[config.mk]
export PLATFORM = sky130hd
export DESIGN_NAME = stream_find_replace_flat
export DESIGN_NICKNAME = d
export VERILOG_FILES = /design/src/sfr_pkg.sv /design/src/sfr_if.sv /design/src/sfr_front.sv /design/src/sfr_fifo.sv /design/src/sfr_back.sv /design/src/stream_find_replace.sv /design/src/flat_wrapper.sv
export SDC_FILE = /design/constraint.sdc
export NUM_CORES = 1
export LEC_CHECK = 0
export ABC_AREA = 1
export BUFFER_PORTS_ARGS = -buffer_cell sky130_fd_sc_hd__buf_2
export CAP_MARGIN = 30
export CORE_AREA = 2 2 308 310
export DETAILED_ROUTE_END_ITERATION = 8
export DIE_AREA = 0 0 310 312
export GPL_TIMING_DRIVEN = 0
export RECOVER_POWER = 25
export SYNTH_ARGS = -nofsm -noshare
export SYNTH_HDL_FRONTEND = slang
export SYNTH_SLANG_ARGS = --single-unit
[constraint.sdc]
create_clock -name clock -period 10.65 [get_ports clock]
set_clock_uncertainty 0.05 [all_clocks]
set_input_delay 0 -clock clock [delete_from_list [all_inputs] [get_ports clock]]
set_output_delay 0 -clock clock [all_outputs]
set_load 0.02 [all_outputs]
[src/sfr_pkg.sv]
// Shared types and constants for the stream find/replace block.
`timescale 1ns / 1ps

package sfr_pkg;

   localparam int BYTE_W     = 8;
   localparam int CSR_IDX_W  = 2;
   localparam int CSR_DATA_W = 64;
   localparam int LEN_REG_W  = 4;
   // pattern and replacement registers hold this many bytes
   localparam int REG_BYTES  = CSR_DATA_W / BYTE_W;

   localparam logic [CSR_IDX_W-1:0] CSR_PATTERN_LEN   = 2'd0;
   localparam logic [CSR_IDX_W-1:0] CSR_PATTERN_BYTES = 2'd1;
   localparam logic [CSR_IDX_W-1:0] CSR_REPLACE_LEN   = 2'd2;
   localparam logic [CSR_IDX_W-1:0] CSR_REPLACE_BYTES = 2'd3;

   // what the back end does with one queued command
   typedef enum logic [2:0] {
      CMD_WIN  = 3'b001,   // emit the front bytes of a window snapshot
      CMD_REPL = 3'b010,   // emit the replacement string
      CMD_MARK = 3'b100    // emit an empty end marker
   } cmd_kind_type;

   typedef struct packed {
      cmd_kind_type kind;
      logic         done;   // last command of the content
   } cmd_ctrl_type;

endpackage

[src/sfr_if.sv]
// Request and response channel interfaces.
`timescale 1ns / 1ps

interface sfr_req_if;
   logic                     valid;
   logic                     ready;
   logic [sfr_pkg::BYTE_W-1:0] data_byte;
   logic                     end_of_content;

   modport source (output valid, output data_byte, output end_of_content, input ready);
   modport sink   (input valid, input data_byte, input end_of_content, output ready);
endinterface

interface sfr_rsp_if;
   logic                     valid;
   logic                     ready;
   logic [sfr_pkg::BYTE_W-1:0] out_byte;
   logic                     byte_valid;
   logic                     run_last;
   logic                     content_done;

   modport source (output valid, output out_byte, output byte_valid, output run_last,
                   output content_done, input ready);
   modport sink   (input valid, input out_byte, input byte_valid, input run_last,
                   input content_done, output ready);
endinterface

[src/sfr_front.sv]
// Front end: takes requests, tracks the partial match and queues emit commands.
`timescale 1ns / 1ps

module sfr_front #(
   parameter int PATTERN_MAX = 8,
   parameter int REPLACE_MAX = 8,
   localparam int CW   = $clog2(PATTERN_MAX + 1),
   localparam int LENW = $clog2(((PATTERN_MAX > REPLACE_MAX) ? PATTERN_MAX : REPLACE_MAX) + 1)
) (
   input  logic                                   clock,
   input  logic                                   reset,
   input  logic                                   req_valid,
   output logic                                   req_ready,
   input  logic [sfr_pkg::BYTE_W-1:0]             req_data_byte,
   input  logic                                   req_end_of_content,
   input  logic [CW-1:0]                          plen,
   input  logic [PATTERN_MAX*sfr_pkg::BYTE_W-1:0] pat_vec,
   input  logic [LENW-1:0]                        rlen,
   output logic                                   cmd_valid,
   input  logic                                   cmd_ready,
   output sfr_pkg::cmd_ctrl_type                  cmd_ctrl,
   output logic [LENW-1:0]                        cmd_len,
   output logic [PATTERN_MAX*sfr_pkg::BYTE_W-1:0] cmd_bytes,
   output logic                                   held_empty
);

   typedef enum logic [1:0] {
      F_IDLE = 2'b01,
      F_SCAN = 2'b10
   } front_state_type;

   front_state_type               state_ff, state_in;
   logic [sfr_pkg::BYTE_W-1:0]    win_ff  [PATTERN_MAX];
   logic [sfr_pkg::BYTE_W-1:0]    win_in  [PATTERN_MAX];
   logic [sfr_pkg::BYTE_W-1:0]    snap_ff [PATTERN_MAX];
   logic [sfr_pkg::BYTE_W-1:0]    snap_in [PATTERN_MAX];
   logic [CW-1:0]                 cnt_ff, cnt_in;
   logic [CW-1:0]                 n_ff, n_in;
   logic [CW-1:0]                 k_ff, k_in;
   logic [CW-1:0]                 norig_ff, norig_in;
   logic                          eoc_ff, eoc_in;
   logic                          pass_ff, pass_in;

   logic                          pre;
   logic                          full;
   logic                          scan_done;
   logic                          need_push;
   logic                          finish;
   logic [CW-1:0]                 emit_cnt;

   // held window (first n bytes) is a pattern prefix
   always_comb begin
      pre = 1'b1;
      for (int i = 0; i < PATTERN_MAX; i++) begin
         if ((CW'(i) < n_ff) &&
             (win_ff[i] != pat_vec[i*sfr_pkg::BYTE_W +: sfr_pkg::BYTE_W])) begin
            pre = 1'b0;
         end
      end
   end

   assign full      = !pass_ff && (n_ff == plen) && pre;
   assign scan_done = pass_ff || pre;
   // dropped bytes, or everything on a flush or in pass-through
   assign emit_cnt  = (pass_ff || eoc_ff) ? norig_ff : k_ff;

   always_comb begin
      need_push      = 1'b0;
      cmd_ctrl.kind  = sfr_pkg::CMD_MARK;
      cmd_ctrl.done  = eoc_ff;
      cmd_len        = LENW'(1);
      if (full) begin
         if (rlen != '0) begin
            need_push     = 1'b1;
            cmd_ctrl.kind = sfr_pkg::CMD_REPL;
            cmd_len       = rlen;
         end else if (eoc_ff) begin
            need_push = 1'b1;
         end
      end else begin
         if (emit_cnt != '0) begin
            need_push     = 1'b1;
            cmd_ctrl.kind = sfr_pkg::CMD_WIN;
            cmd_len       = LENW'(emit_cnt);
         end else if (eoc_ff) begin
            need_push = 1'b1;
         end
      end
   end

   always_comb begin
      for (int i = 0; i < PATTERN_MAX; i++) begin
         cmd_bytes[i*sfr_pkg::BYTE_W +: sfr_pkg::BYTE_W] = snap_ff[i];
      end
   end

   assign cmd_valid  = (state_ff == F_SCAN) && scan_done && need_push;
   assign finish     = (state_ff == F_SCAN) && scan_done && (!need_push || cmd_ready);
   assign req_ready  = (state_ff == F_IDLE);
   assign held_empty = (cnt_ff == '0);

   always_comb begin
      state_in = state_ff;
      win_in   = win_ff;
      snap_in  = snap_ff;
      cnt_in   = cnt_ff;
      n_in     = n_ff;
      k_in     = k_ff;
      norig_in = norig_ff;
      eoc_in   = eoc_ff;
      pass_in  = pass_ff;
      case (state_ff)
         F_IDLE: begin
            if (req_valid) begin
               for (int i = 0; i < PATTERN_MAX; i++) begin
                  if (CW'(i) == cnt_ff) begin
                     win_in[i] = req_data_byte;
                  end
               end
               snap_in  = win_in;
               n_in     = cnt_ff + CW'(1);
               norig_in = cnt_ff + CW'(1);
               k_in     = '0;
               eoc_in   = req_end_of_content;
               pass_in  = (plen == '0);
               state_in = F_SCAN;
            end
         end
         F_SCAN: begin
            if (!scan_done) begin
               // mismatch: drop the front byte and try again
               for (int i = 0; i < PATTERN_MAX - 1; i++) begin
                  win_in[i] = win_ff[i+1];
               end
               n_in = n_ff - CW'(1);
               k_in = k_ff + CW'(1);
            end else if (finish) begin
               cnt_in   = (full || eoc_ff || pass_ff) ? '0 : n_ff;
               state_in = F_IDLE;
            end
         end
         default: begin
            state_in = F_IDLE;
         end
      endcase
   end

   always_ff @(posedge clock) begin
      if (reset) begin
         state_ff <= F_IDLE;
         cnt_ff   <= '0;
      end else begin
         state_ff <= state_in;
         cnt_ff   <= cnt_in;
      end
   end

   always_ff @(posedge clock) begin
      win_ff   <= win_in;
      snap_ff  <= snap_in;
      n_ff     <= n_in;
      k_ff     <= k_in;
      norig_ff <= norig_in;
      eoc_ff   <= eoc_in;
      pass_ff  <= pass_in;
   end

endmodule

[src/sfr_fifo.sv]
// Small command queue between front and back end.
`timescale 1ns / 1ps

module sfr_fifo #(
   parameter int WIDTH = 8,
   parameter int DEPTH = 2,
   localparam int PW   = (DEPTH > 1) ? $clog2(DEPTH) : 1,
   localparam int NW   = $clog2(DEPTH + 1)
) (
   input  logic             clock,
   input  logic             reset,
   input  logic             wr_valid,
   output logic             wr_ready,
   input  logic [WIDTH-1:0] wr_data,
   output logic             rd_valid,
   input  logic             rd_ready,
   output logic [WIDTH-1:0] rd_data
);

   logic [WIDTH-1:0] mem_ff [DEPTH];
   logic [PW-1:0]    wptr_ff, wptr_in;
   logic [PW-1:0]    rptr_ff, rptr_in;
   logic [NW-1:0]    count_ff, count_in;
   logic             push;
   logic             pop;

   assign wr_ready = (count_ff != NW'(DEPTH));
   assign rd_valid = (count_ff != '0);
   assign rd_data  = mem_ff[rptr_ff];
   assign push     = wr_valid && wr_ready;
   assign pop      = rd_valid && rd_ready;

   always_comb begin
      wptr_in  = wptr_ff;
      rptr_in  = rptr_ff;
      count_in = count_ff;
      if (push) begin
         wptr_in = (wptr_ff == PW'(DEPTH - 1)) ? '0 : wptr_ff + PW'(1);
      end
      if (pop) begin
         rptr_in = (rptr_ff == PW'(DEPTH - 1)) ? '0 : rptr_ff + PW'(1);
      end
      if (push && !pop) begin
         count_in = count_ff + NW'(1);
      end else if (pop && !push) begin
         count_in = count_ff - NW'(1);
      end
   end

   always_ff @(posedge clock) begin
      if (reset) begin
         wptr_ff  <= '0;
         rptr_ff  <= '0;
         count_ff <= '0;
      end else begin
         wptr_ff  <= wptr_in;
         rptr_ff  <= rptr_in;
         count_ff <= count_in;
      end
   end

   always_ff @(posedge clock) begin
      if (push) begin
         mem_ff[wptr_ff] <= wr_data;
      end
   end

endmodule

[src/sfr_back.sv]
// Back end: expands queued commands into response bytes, one per cycle while the receiver is ready.
`timescale 1ns / 1ps

module sfr_back #(
   parameter int PATTERN_MAX = 8,
   parameter int REPLACE_MAX = 8,
   localparam int LENW = $clog2(((PATTERN_MAX > REPLACE_MAX) ? PATTERN_MAX : REPLACE_MAX) + 1)
) (
   input  logic                                   clock,
   input  logic                                   reset,
   input  logic                                   cmd_valid,
   output logic                                   cmd_ready,
   input  sfr_pkg::cmd_ctrl_type                  cmd_ctrl,
   input  logic [LENW-1:0]                        cmd_len,
   input  logic [PATTERN_MAX*sfr_pkg::BYTE_W-1:0] cmd_bytes,
   input  logic [REPLACE_MAX*sfr_pkg::BYTE_W-1:0] rep_vec,
   output logic                                   rsp_valid,
   input  logic                                   rsp_ready,
   output logic [sfr_pkg::BYTE_W-1:0]             rsp_out_byte,
   output logic                                   rsp_byte_valid,
   output logic                                   rsp_run_last,
   output logic                                   rsp_content_done
);

   logic                                   cur_valid_ff, cur_valid_in;
   sfr_pkg::cmd_ctrl_type                  cur_ctrl_ff, cur_ctrl_in;
   logic [LENW-1:0]                        rem_ff, rem_in;
   logic [PATTERN_MAX*sfr_pkg::BYTE_W-1:0] win_sh_ff, win_sh_in;
   logic [REPLACE_MAX*sfr_pkg::BYTE_W-1:0] rep_sh_ff, rep_sh_in;
   logic                                   out_valid_ff, out_valid_in;
   logic [sfr_pkg::BYTE_W-1:0]             out_byte_ff, out_byte_in;
   logic                                   out_bvalid_ff, out_bvalid_in;
   logic                                   out_last_ff, out_last_in;
   logic                                   out_done_ff, out_done_in;

   logic emit;
   logic last;

   assign emit      = cur_valid_ff && (!out_valid_ff || rsp_ready);
   assign last      = (rem_ff == LENW'(1));
   assign cmd_ready = !cur_valid_ff || (emit && last);

   always_comb begin
      cur_valid_in  = cur_valid_ff;
      cur_ctrl_in   = cur_ctrl_ff;
      rem_in        = rem_ff;
      win_sh_in     = win_sh_ff;
      rep_sh_in     = rep_sh_ff;
      out_valid_in  = out_valid_ff && !rsp_ready;
      out_byte_in   = out_byte_ff;
      out_bvalid_in = out_bvalid_ff;
      out_last_in   = out_last_ff;
      out_done_in   = out_done_ff;
      if (emit) begin
         out_valid_in  = 1'b1;
         out_bvalid_in = 1'b1;
         out_last_in   = last;
         out_done_in   = last && cur_ctrl_ff.done;
         case (cur_ctrl_ff.kind)
            sfr_pkg::CMD_WIN:  out_byte_in = win_sh_ff[sfr_pkg::BYTE_W-1:0];
            sfr_pkg::CMD_REPL: out_byte_in = rep_sh_ff[sfr_pkg::BYTE_W-1:0];
            default: begin
               out_byte_in   = '0;
               out_bvalid_in = 1'b0;
            end
         endcase
         rem_in    = rem_ff - LENW'(1);
         win_sh_in = win_sh_ff >> sfr_pkg::BYTE_W;
         rep_sh_in = rep_sh_ff >> sfr_pkg::BYTE_W;
         if (last) begin
            cur_valid_in = 1'b0;
         end
      end
      if (cmd_valid && cmd_ready) begin
         cur_valid_in = 1'b1;
         cur_ctrl_in  = cmd_ctrl;
         rem_in       = cmd_len;
         win_sh_in    = cmd_bytes;
         rep_sh_in    = rep_vec;
      end
   end

   always_ff @(posedge clock) begin
      if (reset) begin
         cur_valid_ff <= 1'b0;
         out_valid_ff <= 1'b0;
      end else begin
         cur_valid_ff <= cur_valid_in;
         out_valid_ff <= out_valid_in;
      end
   end

   always_ff @(posedge clock) begin
      cur_ctrl_ff   <= cur_ctrl_in;
      rem_ff        <= rem_in;
      win_sh_ff     <= win_sh_in;
      rep_sh_ff     <= rep_sh_in;
      out_byte_ff   <= out_byte_in;
      out_bvalid_ff <= out_bvalid_in;
      out_last_ff   <= out_last_in;
      out_done_ff   <= out_done_in;
   end

   assign rsp_valid        = out_valid_ff;
   assign rsp_out_byte     = out_byte_ff;
   assign rsp_byte_valid   = out_bvalid_ff;
   assign rsp_run_last     = out_last_ff;
   assign rsp_content_done = out_done_ff;

endmodule

[src/stream_find_replace.sv]
// Top level of the stream find/replace block: CSRs, front end, queue, back end.
`timescale 1ns / 1ps
//
// Byte-stream find and replace. One request carries one content byte; every
// leftmost, non-overlapping occurrence of the pattern is replaced by the
// replacement string. A request may cause zero to PATTERN_MAX or REPLACE_MAX
// responses; run_last flags the last response of a request, content_done the
// last one of the content (end_of_content). An empty pattern passes bytes through.
// CSRs: pattern_len, pattern_bytes, replace_len, replace_bytes, written via
// csr_we/csr_index/csr_wdata; the user is to write them while the block is idle,
// which the block does not enforce. Pattern writes are dropped while bytes of a
// partial match are held. Timing: the front end accepts a request, shifts out front
// bytes one at a time while the window is no pattern prefix (at most PATTERN_MAX),
// then queues a command if one is due; it takes no new request before that.
// Commands pass a two-entry queue; the back end emits one response per cycle while
// the receiver is ready, and a replacement of R bytes gives R responses.
// A stalled response receiver fills the queue and then holds off requests.
// Reset (synchronous) clears the CSRs to zero, empties the window and queue.
//
module stream_find_replace #(
   parameter int PATTERN_MAX = 8,
   parameter int REPLACE_MAX = 8
) (
   input  logic                               clock,
   input  logic                               reset,
   sfr_req_if.sink                            req,
   sfr_rsp_if.source                          rsp,
   input  logic                               csr_we,
   input  logic [sfr_pkg::CSR_IDX_W-1:0]      csr_index,
   input  logic [sfr_pkg::CSR_DATA_W-1:0]     csr_wdata
);

   localparam int CW   = $clog2(PATTERN_MAX + 1);
   localparam int LENW = $clog2(((PATTERN_MAX > REPLACE_MAX) ? PATTERN_MAX : REPLACE_MAX) + 1);
   localparam int PBW  = PATTERN_MAX * sfr_pkg::BYTE_W;
   localparam int RBW  = REPLACE_MAX * sfr_pkg::BYTE_W;
   localparam int QW   = $bits(sfr_pkg::cmd_ctrl_type) + LENW + PBW;

   logic [sfr_pkg::LEN_REG_W-1:0]  pat_len_ff;
   logic [sfr_pkg::CSR_DATA_W-1:0] pat_bytes_ff;
   logic [sfr_pkg::LEN_REG_W-1:0]  rep_len_ff;
   logic [sfr_pkg::CSR_DATA_W-1:0] rep_bytes_ff;

   logic [CW-1:0]         plen;
   logic [LENW-1:0]       rlen;
   logic [PBW-1:0]        pat_vec;
   logic [RBW-1:0]        rep_vec;
   logic                  held_empty;

   logic                  fq_valid, fq_ready;
   sfr_pkg::cmd_ctrl_type fq_ctrl;
   logic [LENW-1:0]       fq_len;
   logic [PBW-1:0]        fq_bytes;
   logic                  qb_valid, qb_ready;
   sfr_pkg::cmd_ctrl_type qb_ctrl;
   logic [LENW-1:0]       qb_len;
   logic [PBW-1:0]        qb_bytes;

   always_ff @(posedge clock) begin
      if (reset) begin
         pat_len_ff   <= '0;
         pat_bytes_ff <= '0;
         rep_len_ff   <= '0;
         rep_bytes_ff <= '0;
      end else if (csr_we) begin
         case (csr_index)
            sfr_pkg::CSR_PATTERN_LEN: begin
               if (held_empty) begin
                  pat_len_ff <= csr_wdata[sfr_pkg::LEN_REG_W-1:0];
               end
            end
            sfr_pkg::CSR_PATTERN_BYTES: begin
               if (held_empty) begin
                  pat_bytes_ff <= csr_wdata;
               end
            end
            sfr_pkg::CSR_REPLACE_LEN:   rep_len_ff   <= csr_wdata[sfr_pkg::LEN_REG_W-1:0];
            sfr_pkg::CSR_REPLACE_BYTES: rep_bytes_ff <= csr_wdata;
            default: begin
            end
         endcase
      end
   end

   // lengths saturate at the configured maxima
   assign plen = (32'(pat_len_ff) > PATTERN_MAX) ? CW'(PATTERN_MAX) : CW'(pat_len_ff);
   assign rlen = (32'(rep_len_ff) > REPLACE_MAX) ? LENW'(REPLACE_MAX) : LENW'(rep_len_ff);

   // bytes past the register width read as zero
   for (genvar i = 0; i < PATTERN_MAX; i++) begin : g_pat
      if (i < sfr_pkg::REG_BYTES) begin : g_in
         assign pat_vec[i*sfr_pkg::BYTE_W +: sfr_pkg::BYTE_W] =
            pat_bytes_ff[i*sfr_pkg::BYTE_W +: sfr_pkg::BYTE_W];
      end else begin : g_zero
         assign pat_vec[i*sfr_pkg::BYTE_W +: sfr_pkg::BYTE_W] = '0;
      end
   end

   for (genvar i = 0; i < REPLACE_MAX; i++) begin : g_rep
      if (i < sfr_pkg::REG_BYTES) begin : g_in
         assign rep_vec[i*sfr_pkg::BYTE_W +: sfr_pkg::BYTE_W] =
            rep_bytes_ff[i*sfr_pkg::BYTE_W +: sfr_pkg::BYTE_W];
      end else begin : g_zero
         assign rep_vec[i*sfr_pkg::BYTE_W +: sfr_pkg::BYTE_W] = '0;
      end
   end

   sfr_front #(
      .PATTERN_MAX (PATTERN_MAX),
      .REPLACE_MAX (REPLACE_MAX)
   ) u_front (
      .clock              (clock),
      .reset              (reset),
      .req_valid          (req.valid),
      .req_ready          (req.ready),
      .req_data_byte      (req.data_byte),
      .req_end_of_content (req.end_of_content),
      .plen               (plen),
      .pat_vec            (pat_vec),
      .rlen               (rlen),
      .cmd_valid          (fq_valid),
      .cmd_ready          (fq_ready),
      .cmd_ctrl           (fq_ctrl),
      .cmd_len            (fq_len),
      .cmd_bytes          (fq_bytes),
      .held_empty         (held_empty)
   );

   sfr_fifo #(
      .WIDTH (QW),
      .DEPTH (2)
   ) u_queue (
      .clock    (clock),
      .reset    (reset),
      .wr_valid (fq_valid),
      .wr_ready (fq_ready),
      .wr_data  ({fq_ctrl, fq_len, fq_bytes}),
      .rd_valid (qb_valid),
      .rd_ready (qb_ready),
      .rd_data  ({qb_ctrl, qb_len, qb_bytes})
   );

   sfr_back #(
      .PATTERN_MAX (PATTERN_MAX),
      .REPLACE_MAX (REPLACE_MAX)
   ) u_back (
      .clock            (clock),
      .reset            (reset),
      .cmd_valid        (qb_valid),
      .cmd_ready        (qb_ready),
      .cmd_ctrl         (qb_ctrl),
      .cmd_len          (qb_len),
      .cmd_bytes        (qb_bytes),
      .rep_vec          (rep_vec),
      .rsp_valid        (rsp.valid),
      .rsp_ready        (rsp.ready),
      .rsp_out_byte     (rsp.out_byte),
      .rsp_byte_valid   (rsp.byte_valid),
      .rsp_run_last     (rsp.run_last),
      .rsp_content_done (rsp.content_done)
   );

endmodule

[src/flat_wrapper.sv]
// flat-port wrapper written by rule: the top's interface ports become plain ports
module stream_find_replace_flat 
#(
   parameter int PATTERN_MAX = 8,
   parameter int REPLACE_MAX = 8
)
  (clock, reset, csr_we, csr_index, csr_wdata, req_valid, req_data_byte, req_end_of_content, req_ready, rsp_valid, rsp_out_byte, rsp_byte_valid, rsp_run_last, rsp_content_done, rsp_ready);
  sfr_req_if req_i ();
  sfr_rsp_if rsp_i ();
  input  logic clock;
  input  logic reset;
  input  logic csr_we;
  input  logic [sfr_pkg::CSR_IDX_W-1:0] csr_index;
  input  logic [sfr_pkg::CSR_DATA_W-1:0] csr_wdata;
  input wire logic [$bits(req_i.valid)-1:0] req_valid;
  input wire logic [$bits(req_i.data_byte)-1:0] req_data_byte;
  input wire logic [$bits(req_i.end_of_content)-1:0] req_end_of_content;
  output wire logic [$bits(req_i.ready)-1:0] req_ready;
  output wire logic [$bits(rsp_i.valid)-1:0] rsp_valid;
  output wire logic [$bits(rsp_i.out_byte)-1:0] rsp_out_byte;
  output wire logic [$bits(rsp_i.byte_valid)-1:0] rsp_byte_valid;
  output wire logic [$bits(rsp_i.run_last)-1:0] rsp_run_last;
  output wire logic [$bits(rsp_i.content_done)-1:0] rsp_content_done;
  input wire logic [$bits(rsp_i.ready)-1:0] rsp_ready;
  assign req_i.valid = req_valid;
  assign req_i.data_byte = req_data_byte;
  assign req_i.end_of_content = req_end_of_content;
  assign req_ready = req_i.ready;
  assign rsp_valid = rsp_i.valid;
  assign rsp_out_byte = rsp_i.out_byte;
  assign rsp_byte_valid = rsp_i.byte_valid;
  assign rsp_run_last = rsp_i.run_last;
  assign rsp_content_done = rsp_i.content_done;
  assign rsp_i.ready = rsp_ready;
  stream_find_replace #(.PATTERN_MAX(PATTERN_MAX), .REPLACE_MAX(REPLACE_MAX)) u_core (.clock(clock), .reset(reset), .req(req_i), .rsp(rsp_i), .csr_we(csr_we), .csr_index(csr_index), .csr_wdata(csr_wdata));
endmodule
==> impl_metrics.toml, run 1 <==
[outcome]
outcome = "completed"

[synth]
syn_inst = 2183
ys_ff_latch = 574
synth_flop_cell = "edfxtp_1"
ys_seq_area_share_pct = 68.15
synth_nets = 2275
synthMostInstantiatedCell = "edfxtp_1"
synth_top_area_share_pct = 55.24
synth_area_per_cell_sq_um = 10.58
synth_common_cells = "edfxtp_1 (425), nand2_1 (424), o21ai_0 (275)"
synth_edf_count = 425
synth_area_leader_cell = "edfxtp_1"
synthesis.area_sq_mm = 0.02310
synth_top_cells_by_area = "edfxtp_1 (55%), dfxtp_1 (13%), nand2_1 (6.9%), o21ai_0 (6.0%), inv_1 (4.0%)"
synthArstFlopShare_pct = 0
ys_warn_count = 0
ys_types = 38

[floorplan]
design.core.area_sq_mm = 0.09305
fp-row-count = 112
ioPinCount = 93
initial_utilization_pct = 24.83
die_area_sq_mm = 0.09672
dieWidth_um = 310
die_h_um = 312

[timing]
rsz0062_at_grt = "no"
max_freq_mhz = 268.0
max-slew-margin-rel_pct = 36.58
hold_violations = 0
fin_crit_ns = 3.731
tightest_slew_ns = 0.9513
slew_viol_final = 0
setup_viol = 0
whs_ns = 0.1336
post-route-period-util_pct = 35.03

[placement]
dpl.hpwl_mm = 44.20
place_congestion = 0.8641
placed_cell_area_sq_mm = 0.02537
io_buffers = 92

[layout]
num-nets-final = 2521
multi_input_area_sq_mm = 0.006001
fin_area_sq_mm = 0.02794
regArea_sq_mm = 0.01575
drive_gt1_share_pct = 8.694
areaGrowthSynthToFinish_pct = 20.95
fill_cells = 9651

[critical_path]
regToRegSetupSlack_ns = 6.92
timing.rr.start = "u_core.u_back.rem_ff[0]"
reg2regPathDepth = 11
crit_required_ns = 10.96
cp_data_arrival_time_ns = 4.04
cp-start-kind = "flop"
endpoint_kind = "flop"
criticalPathCategory = "reg2reg"
path_max_fanout = 27
reg2reg_to = "u_core.u_back.rep_sh_ff[58]"

[power]
power_switching_share_pct = 32.87
leakage_nw = 10.45
p_seq_share_pct = 47.1
p_switching_mw = 2.281
fin_total_pwr_mw = 6.939
ir_worst_vdd_mv = 0.1623
pwr-share-comb_pct = 25.7
power_frac_clock_pct = 27.3
intPower_mw = 4.658
power_density_mw_per_mm2 = 248.3

[cts]
cts_sinks = 574
numCtsBuffers = 54
clkTransAtPathRegs_ns = 0.06
cts_tree = "done"
clk_path_buf_depth = 3
post_cts_resized = 0
post-cts-setup-buffer-count = 0
htreeDepth = 2
cts_root_buffer = "clkbuf_16"
worstSkewPairLatency_ns = 0.63

[worst_hold_path]
holdPathEnd = "u_core.pat_bytes_ff[6]"
min-delay-start = "csr_wdata[6]"
min_path_cells = 4
hold_class = "in2reg"

[global_route]
grt_max_degree = 65
antenna_found_initial = 1
grt_pass1_wl_mm = 92.56
grt_overflow = 0
gr-max-usage-layer = "met2"
grt_pass1_vias = 15846
grtUsageMet1_pct = 17.07
grt_util_met2_pct = 20.02
grtUsageTotal_pct = 12.41
gr-usage-met3_pct = 2.407

[route]
vias = 16250
drc_errors = 0
ant_nets = 0
vias_per_cell = 4.359
drt_iter0_drc = 1403
dr.pass1.iters = 8
wirelength_mm = 60.81
wl_per_cell_um = 16.31

[run]
drv_cap = 0
sequential cells by signal, summed over array words and instances, names as in the netlist, 2 cells and up, named ones only:
signal / flops
u_core.pat_bytes_ff: 64
u_core.u_back.cur_ctrl_ff: 4
u_core.u_queue.mem_ff: 144
u_core.pat_len_ff: 4
u_core.u_back.win_sh_ff: 64
u_core.u_front.state_ff: 2
u_core.u_front.k_ff: 4
u_core.u_back.rem_ff: 4
u_core.u_front.win_ff: 56
u_core.u_queue.count_ff: 2
u_core.u_front.norig_ff: 4
u_core.u_back.rep_sh_ff: 64
u_core.u_front.n_ff: 4
u_core.u_front.cmd_bytes: 56
u_core.u_front.cnt_ff: 4
u_core.rep_bytes_ff: 64
u_core.rep_len_ff: 4
u_core.u_back.rsp_out_byte: 8
per-layer routing:
metal,vias up,part of all wire (%)
li1,7899,-
met1,7758,44
met2,519,46
met3,74,7.8
met4,0,1.9
met5,-,0
area by class of cell:
cell class | instances | share of cell area [%]
plain buffers | 105 | 1.478
clock inverters | 29 | 0.9985
inverters | 259 | 3.497
flip-flops and latches | 574 | 56.34
repair buffers | 190 | 5.413
multi-input cells | 1245 | 21.47
clock buffers | 71 | 5.172
diodes | 1 | 0.008955
well taps | 1254 | 5.615
critical path: stages, from the launching register on:
cell,delay (ns)
edfxtp_1,0.39
ha_1,0.22
nand3_1,0.19
o21ai_0,0.18
o21ai_1,0.32
buf_6,0.22
clkbuf_1,0.48
buf_2,0.50
o21ai_4,0.26
buf_12,0.24
buf_12,0.18
buf_16,0.18
metrics by stage:
step           setup WS [ns]  util (%)  cells  setup TNS, ns
6_report               6.919     30.03   3728              0
3_3_place_gp          -5.321     27.01   3529        -699.26
4_1_cts                6.942     30.06   3727              0
3_5_place_dp           6.973     27.26   3539              0
2_1_floorplan        0.05492         -   2183              0
5_1_grt                6.661     30.03   3727              0
repair_timing:
action,4_1_cts,5_1_grt
hold buffers,88,0
endpoints found under the hold margin,187,0
endpoints found under the setup margin,0,0
logic make-up after synthesis:
group	Yosys count	synth area share, %
simple gates	680	11.81
fa+ha+maj	12	0.6498
compound gates	512	11.83
xor+xnor	38	1.440
flops	574	68.15
mux	3	0.1300
buf+inv	364	5.995
worst max-delay path by stage:
stage | from | endpoint | slack, ns | cells after the start
after CTS | u_core.u_back.rem_ff[0] | u_core.u_back.rep_sh_ff[60] | 6.94 | 11
final | u_core.u_back.rem_ff[0] | u_core.u_back.rep_sh_ff[58] | 6.92 | 11
after global routing | u_core.u_front.cnt_ff[0] | u_core.pat_len_ff[1] | 6.66 | 11
after global placement | u_core.u_back.rsp_valid | u_core.u_back.rep_sh_ff[58] | -5.32 | 3
after detailed placement | u_core.u_back.rem_ff[0] | u_core.u_back.rep_sh_ff[60] | 6.97 | 11
after floorplan | u_core.u_back.rsp_valid | u_core.u_back.rem_ff[0] | 0.05 | 3
power groups by stage:
stage | Clock (mW) | Combinational, mW | Sequential [mW]
after floorplan | 0 | 1.02 | 3.44
after global placement | 0 | 1.55 | 3.45
after detailed placement | 0 | 1.75 | 3.31
after CTS | 1.92 | 1.79 | 3.27
after global routing | 2.01 | 1.98 | 3.31
final | 1.89 | 1.78 | 3.27
cell usage in the layout, fill, tap and decap left out, types with 3 or more instances in the layout:
cell             n
edfxtp_1       425
nand2_1        423
o21ai_0        274
inv_1          246
nor2_1         195
dfxtp_1        149
clkbuf_1       130
a21oi_1        116
dlygate4sd3_1   88
buf_2           80
a31oi_1         59
o22ai_1         54
clkbuf_16       54
xnor2_1         33
nand3_1         30
or2_2           14
clkinv_2        14
ha_1            12
inv_2            9
clkinv_1         6
buf_12           6
xor2_1           5
mux2i_1          3
nor4_1           3
nand2_4          3
clkbuf_8         3
bufinv_16        3
clkinv_4         3
Note: power is estimated with default switching activity, not from simulation.
==> run 2: changes to the inputs <==
==> constraint.sdc (replaced) <==
create_clock -name clock -period 3 [get_ports clock]
set_clock_uncertainty 0.05 [all_clocks]
set_input_delay 0 -clock clock [delete_from_list [all_inputs] [get_ports clock]]
set_output_delay 0 -clock clock [all_outputs]
set_load 0.02 [all_outputs]
==> run 2 against run 1 <==
Compared with the run above:
- register-to-register slack lost 6.8 ns
- flip-flop and latch count is the same
- die area is the same
- hold slack lost 0.041 ns
- non-clock buffer count grew 10
- sequential power grew to 3.5 times the previous value
- critical path type unchanged
- largest cell class unchanged
- largest power group unchanged
==> impl_metrics.toml, run 2 (synthesized netlist as in run 1, its figures left out) <==
[layout]
final_cell_mix = "edfxtp_1 (425), nand2_1 (419), o21ai_0 (271)"
num-nets-final = 2532
drive_gt1_share_pct = 10.70
areaGrowthSynthToFinish_pct = 22.24
mostFrequentLayoutCell = "edfxtp_1"
largest_register_ffs = 144
largest-register = "u_core.u_queue.mem_ff"

[critical_path]
cp-start-kind = "flop"
criticalPathCategory = "reg2reg"
cp_data_arrival_time_ns = 3.13
worst_path_max_delay_cell = "edfxtp_1"
regToRegSetupSlack_ns = 0.11
max_stage_delay_ns = 0.42
reg2regPathDepth = 14
endpoint_kind = "flop"
path_cells = "inv_1 > or2_2 > nand3_1 > nor2_2 > nand2_2 > nand2_1 > nand2_1 > nor2_4 > nand2_4 > a211oi_4 > nand2_2 > nor2_4 > clkbuf_16 > buf_4"
crit_required_ns = 3.24
path_depth = 14
cp_num_buf_inv = 3
path_max_fanout = 18
reg2reg_to = "u_core.u_queue.mem_ff[0][20]"
crit_end = "u_core.u_queue.mem_ff[0][20]"
crit_family = "simple AND/OR/NAND/NOR gates"

[route]
drc_errors = 0
drt_iter0_drc = 1287
dr.pass1.iters = 8
ant_nets = 0
vias = 16098
vias_per_cell = 4.303
wl_per_cell_um = 16.19
wirelength_mm = 60.55

[timing]
tightest_slew_ns = 0.9676
hold_violations = 0
rsz0062_at_grt = "yes"
max_freq_mhz = 346.0
max-slew-margin-rel_pct = 35.49
post-route-period-util_pct = 96.35
setup_viol = 0
slew_viol_final = 0
fin_crit_ns = 2.890
whs_ns = 0.09241

[global_route]
antenna_found_initial = 2
grt_max_degree = 65
grt_pass1_vias = 15524
grtUsageTotal_pct = 12.19
grt_pass1_wl_mm = 90.57
grt_overflow = 0

[worst_hold_path]
min-delay-start = "req_end_of_content"
hold_class = "in2reg"

[floorplan]
ioPinCount = 93
die_h_um = 312
die_area_sq_mm = 0.09672
fp-row-count = 112
dieWidth_um = 310
initial_utilization_pct = 24.83
design.core.area_sq_mm = 0.09305

[cts]
clkTransAtPathRegs_ns = 0.06
cts_sinks = 574
numCtsBuffers = 55
worstSkewPairLatency_ns = 0.62
htreeDepth = 2
clk_path_buf_depth = 3
cts_tree = "done"
cts_root_buffer = "clkbuf_16"

[run]
drv_cap = 0

[power]
power_density_mw_per_mm2 = 883.6
ir_worst_vdd_mv = 0.5012
leakage_nw = 10.62
fin_total_pwr_mw = 24.96

[placement]
place_congestion = 0.8611
dpl.hpwl_mm = 44.42
io_buffers = 92

[outcome]
outcome = "completed"
-- run 2: changes by cell type in the layout (fill, tap and decap cells not counted), sizes merged --
cell           change
clkinv            -11
buf               +29
inv                +1
bufinv             -1
dlygate4sd3        -6
clkdlybuf4s15      +1
-- run 2: timing repair --
item / 4_1_cts / 5_1_grt
setup buffers: 6 / 11
endpoints found under the setup margin: 269 / 173
resized for setup: 5 / 15
pin swaps: 1 / 6
gates cloned: 0 / 0
hold endpoints to repair: 177 / 0
hold buffers: 82 / 0
-- run 2: how the worst min path moves through the flow --
stage | slack [ns] | depth (start not counted) | to
5_1_grt | 0.14 | 4 | u_core.pat_bytes_ff[8]
4_1_cts | 0.07 | 2 | u_core.u_front.eoc_ff
2_1_floorplan | 0.009 | 1 | u_core.u_back.rsp_valid
3_5_place_dp | 0.16 | 1 | u_core.u_front.eoc_ff
6_report | 0.09 | 2 | u_core.u_front.eoc_ff
3_3_place_gp | 0.17 | 1 | u_core.u_front.eoc_ff
-- run 2: power breakdown --
part / internal, mW / total (mW) / switching, mW / leakage (nW)
registers: 11.0 / 11.6 / 0.560 / 5.23
clock network: 3.99 / 6.97 / 2.98 / 0.910
logic: 1.88 / 6.37 / 4.49 / 4.48
-- run 2: worst reg2reg max path: stages (launching register included) --
cell       delay [ns]
edfxtp_1         0.42
inv_1            0.14
or2_2            0.12
nand3_1          0.09
nor2_2           0.11
nand2_2          0.12
nand2_1          0.08
nand2_1          0.11
nor2_4           0.23
nand2_4          0.10
a211oi_4         0.32
nand2_2          0.13
nor2_4           0.12
clkbuf_16        0.15
buf_4            0.27
-- run 2: stage by stage --
stage | instances | TNS [ns] | utilization [%] | setup WS, ns | instance area [sq um]
after global placement | 3529 | -441.32 | 27.06 | -1.635 | 25180
after floorplan | 2183 | -33.24 | - | -0.1917 | 23150
final | 3741 | 0 | 30.35 | 0.1096 | 28240
after global routing | 3741 | -1.291 | 30.35 | -0.05883 | 28240
after detailed placement | 3541 | -100.70 | 27.35 | -0.7797 | 25450
after CTS | 3731 | 0 | 30.27 | 0.009182 | 28170
-- run 2: final cells by class --
type	instances	area (sq um)
Antenna cell	1	2.502
Buffer	104	417.9
Tap cell	1254	1569
Multi-Input combinational cell	1245	6068
Clock buffer	85	1660
Inverter	259	982.2
Clock inverter	18	178.9
Fill cell	9670	64810
Sequential cell	574	15750
Timing Repair Buffer	201	1615
-- run 2: routing by layer --
layer,vias to the layer above,GRT usage [%],wire [um]
met5,-,0,0
met4,0,2.953,1025
met3,65,2.299,4005
met2,440,19.80,28370
met1,7681,16.71,27150
li1,7912,-,-
==> run 3: changes to the inputs <==
--- a/config.mk
+++ b/config.mk
@@ -12,6 +12,7 @@
 export DETAILED_ROUTE_END_ITERATION = 8
 export DIE_AREA = 0 0 310 312
 export GPL_TIMING_DRIVEN = 0
+export MAX_ROUTING_LAYER = met4
 export RECOVER_POWER = 25
 export SYNTH_ARGS = -nofsm -noshare
 export SYNTH_HDL_FRONTEND = slang
==> run 3 against run 2 <==
Compared with the run above:
- sequential share of layout area is essentially flat
- largest power group unchanged
- clock power is essentially flat
- routed wire length grew 0.29%
- final area is essentially flat
- via count grew 0.65%
- setup slack lost 0.011 ns
- highest routed layer unchanged
==> impl_metrics.toml, run 3 (synthesized netlist as in run 1, its figures left out) <==
[outcome]
outcome = "completed"

[route]
drt_iter0_drc = 1324
wirelength_mm = 60.73
dr.pass1.iters = 6
wl_per_cell_um = 16.23
ant_nets = 0
vias_per_cell = 4.330
drc_errors = 0
vias = 16203

[timing]
setup_viol = 0
max-slew-margin-rel_pct = 4.611
slew_viol_final = 0
max_freq_mhz = 344.7
post-route-period-util_pct = 96.71
fin_crit_ns = 2.901
tightest_slew_ns = 1.431
hold_violations = 0

[global_route]
antenna_found_initial = 2
grt_max_degree = 65
grt_pass1_vias = 15527
grtUsageTotal_pct = 12.56
grt_pass1_wl_mm = 90.57
grt_overflow = 0

[cts]
clkTransAtPathRegs_ns = 0.06
cts_tree = "done"
worstSkewPairLatency_ns = 0.62
cts_root_buffer = "clkbuf_16"
htreeDepth = 2
cts_sinks = 574
clk_path_buf_depth = 3
numCtsBuffers = 55

[floorplan]
initial_utilization_pct = 24.83
dieWidth_um = 310
fp-row-count = 112
die_h_um = 312
ioPinCount = 93
design.core.area_sq_mm = 0.09305
die_area_sq_mm = 0.09672

[power]
power_frac_clock_pct = 27.9
power_switching_share_pct = 32.23
p_switching_mw = 8.043
p_seq_share_pct = 46.6
power_density_mw_per_mm2 = 883.2
intPower_mw = 16.91
leakage_nw = 10.59
ir_worst_vdd_mv = 0.5015
pwr-share-comb_pct = 25.5

[critical_path]
max_stage_delay_ns = 0.48
cp_data_arrival_time_ns = 3.17
endpoint_kind = "flop"
regToRegSetupSlack_ns = 0.1
crit_family = "simple AND/OR/NAND/NOR gates"
cp-start-kind = "flop"
crit_required_ns = 3.27
worst_path_max_delay_cell = "edfxtp_1"
criticalPathCategory = "reg2reg"
path_cells = "xnor2_1 > nand3_1 > nor2_1 > nand2_2 > nand2_1 > nand2_1 > nor2_4 > nand2_4 > a211oi_4 > nand3_2 > clkinvlp_4 > buf_16 > buf_16"
cp_num_buf_inv = 3
path_max_fanout = 21

[layout]
areaGrowthSynthToFinish_pct = 22.28
largest_register_ffs = 144
fill_cells = 9683
num-nets-final = 2533
final_cell_mix = "edfxtp_1 (425), nand2_1 (419), o21ai_0 (271)"
mostFrequentLayoutCell = "edfxtp_1"
fin_util_pct = 30.36
drive_gt1_share_pct = 10.09
fin_cells = 3742
largest-register = "u_core.u_queue.mem_ff"

[worst_hold_path]
hold_class = "in2reg"

[run]
drv_cap = 0

[placement]
io_buffers = 92
place_congestion = 0.8752
dp_cells = 3541
dpl.hpwl_mm = 44.42
## run 3: cell types whose count changed in the layout (fill, tap and decap cells not counted), moves of 2 or more
cell | before | now
clkbuf_1 | 113 | 129
clkbuf_4 | 2 | 4
nand2_4 | 4 | 6
buf_2 | 94 | 79
buf_4 | 18 | 13
## run 3: worst reg2reg max path, delay by kind of cell, from the launching register on
| family | cells | cell delay [ns] |
|---|---|---|
| flip-flops | 1 | 0.48 |
| buffers and inverters | 3 | 0.53 |
| AND/OR/NAND/NOR | 8 | 1.02 |
| XOR/XNOR | 1 | 0.18 |
| AO/OA/AOI/OAI | 1 | 0.33 |
## run 3: metal layers
layer / wire length [um] / global-route usage, % / up-vias / part of all wire, %
li1: - / - / 7924 / -
met1: 27700 / 16.74 / 7759 / 46
met2: 28190 / 19.79 / 451 / 46
met3: 3763 / 2.272 / 69 / 6.2
met4: 1077 / 2.953 / 0 / 1.8
met5: 0 / - / - / 0
## run 3: path summary, 6_finish.rpt
check,startpoint,endpoint,depth (start not counted)
worst max-delay path,flop,u_core.u_queue.mem_ff[1][56],13
worst min-delay path,req_end_of_content,u_core.u_front.eoc_ff,2
worst max register to register,flop,u_core.u_queue.mem_ff[1][56],13
worst min register to register,u_core.u_front.cmd_bytes[39],u_core.u_queue.mem_ff[1][39],0
## run 3: per-stage QoR
step	worst slack, ns	hold slack (ns)	instance area, sq um	total power [mW]	TNS (ns)
floorplan	-0.1917	0.009357	23150	15.38	-33.24
global placement	-1.635	0.1716	25180	17.67	-441.32
detailed placement	-0.7797	0.1558	25450	17.99	-100.70
CTS	0.009182	0.06749	28170	25.10	0
global route	-0.01197	0.1356	28250	26.25	-0.2031
finish	0.09870	0.09325	28250	24.95	0
## run 3: what timing repair did
item,CTS,global route
hold buffers,82,0
hold endpoints to repair,177,0
pin swaps,1,8
gates resized for setup,5,15
gates cloned,0,2
setup endpoints to repair,269,173
buffers inserted,6,9
## run 3: power by group through the flow
stage	sequential [mW]	combinational (mW)	clock, mW
CTS	11.6	6.37	7.11
finish	11.6	6.36	6.97
global placement	11.9	5.75	0
detailed placement	11.8	6.21	0
floorplan	11.8	3.63	0
global route	11.8	7.06	7.42
## run 3: cell type report
| cell class | instances | area, sq um | share of cell area, % |
|---|---|---|---|
| clock buffers | 85 | 1660 | 5.877 |
| repair buffers | 202 | 1642 | 5.810 |
| well taps | 1254 | 1569 | 5.553 |
| plain buffers | 104 | 412.9 | 1.461 |
| diodes | 1 | 2.502 | 0.008857 |
| multi-input cells | 1245 | 6062 | 21.46 |
| flip-flops and latches | 574 | 15750 | 55.74 |
| inverters | 259 | 977.2 | 3.459 |
| clock inverters | 18 | 178.9 | 0.6333 |
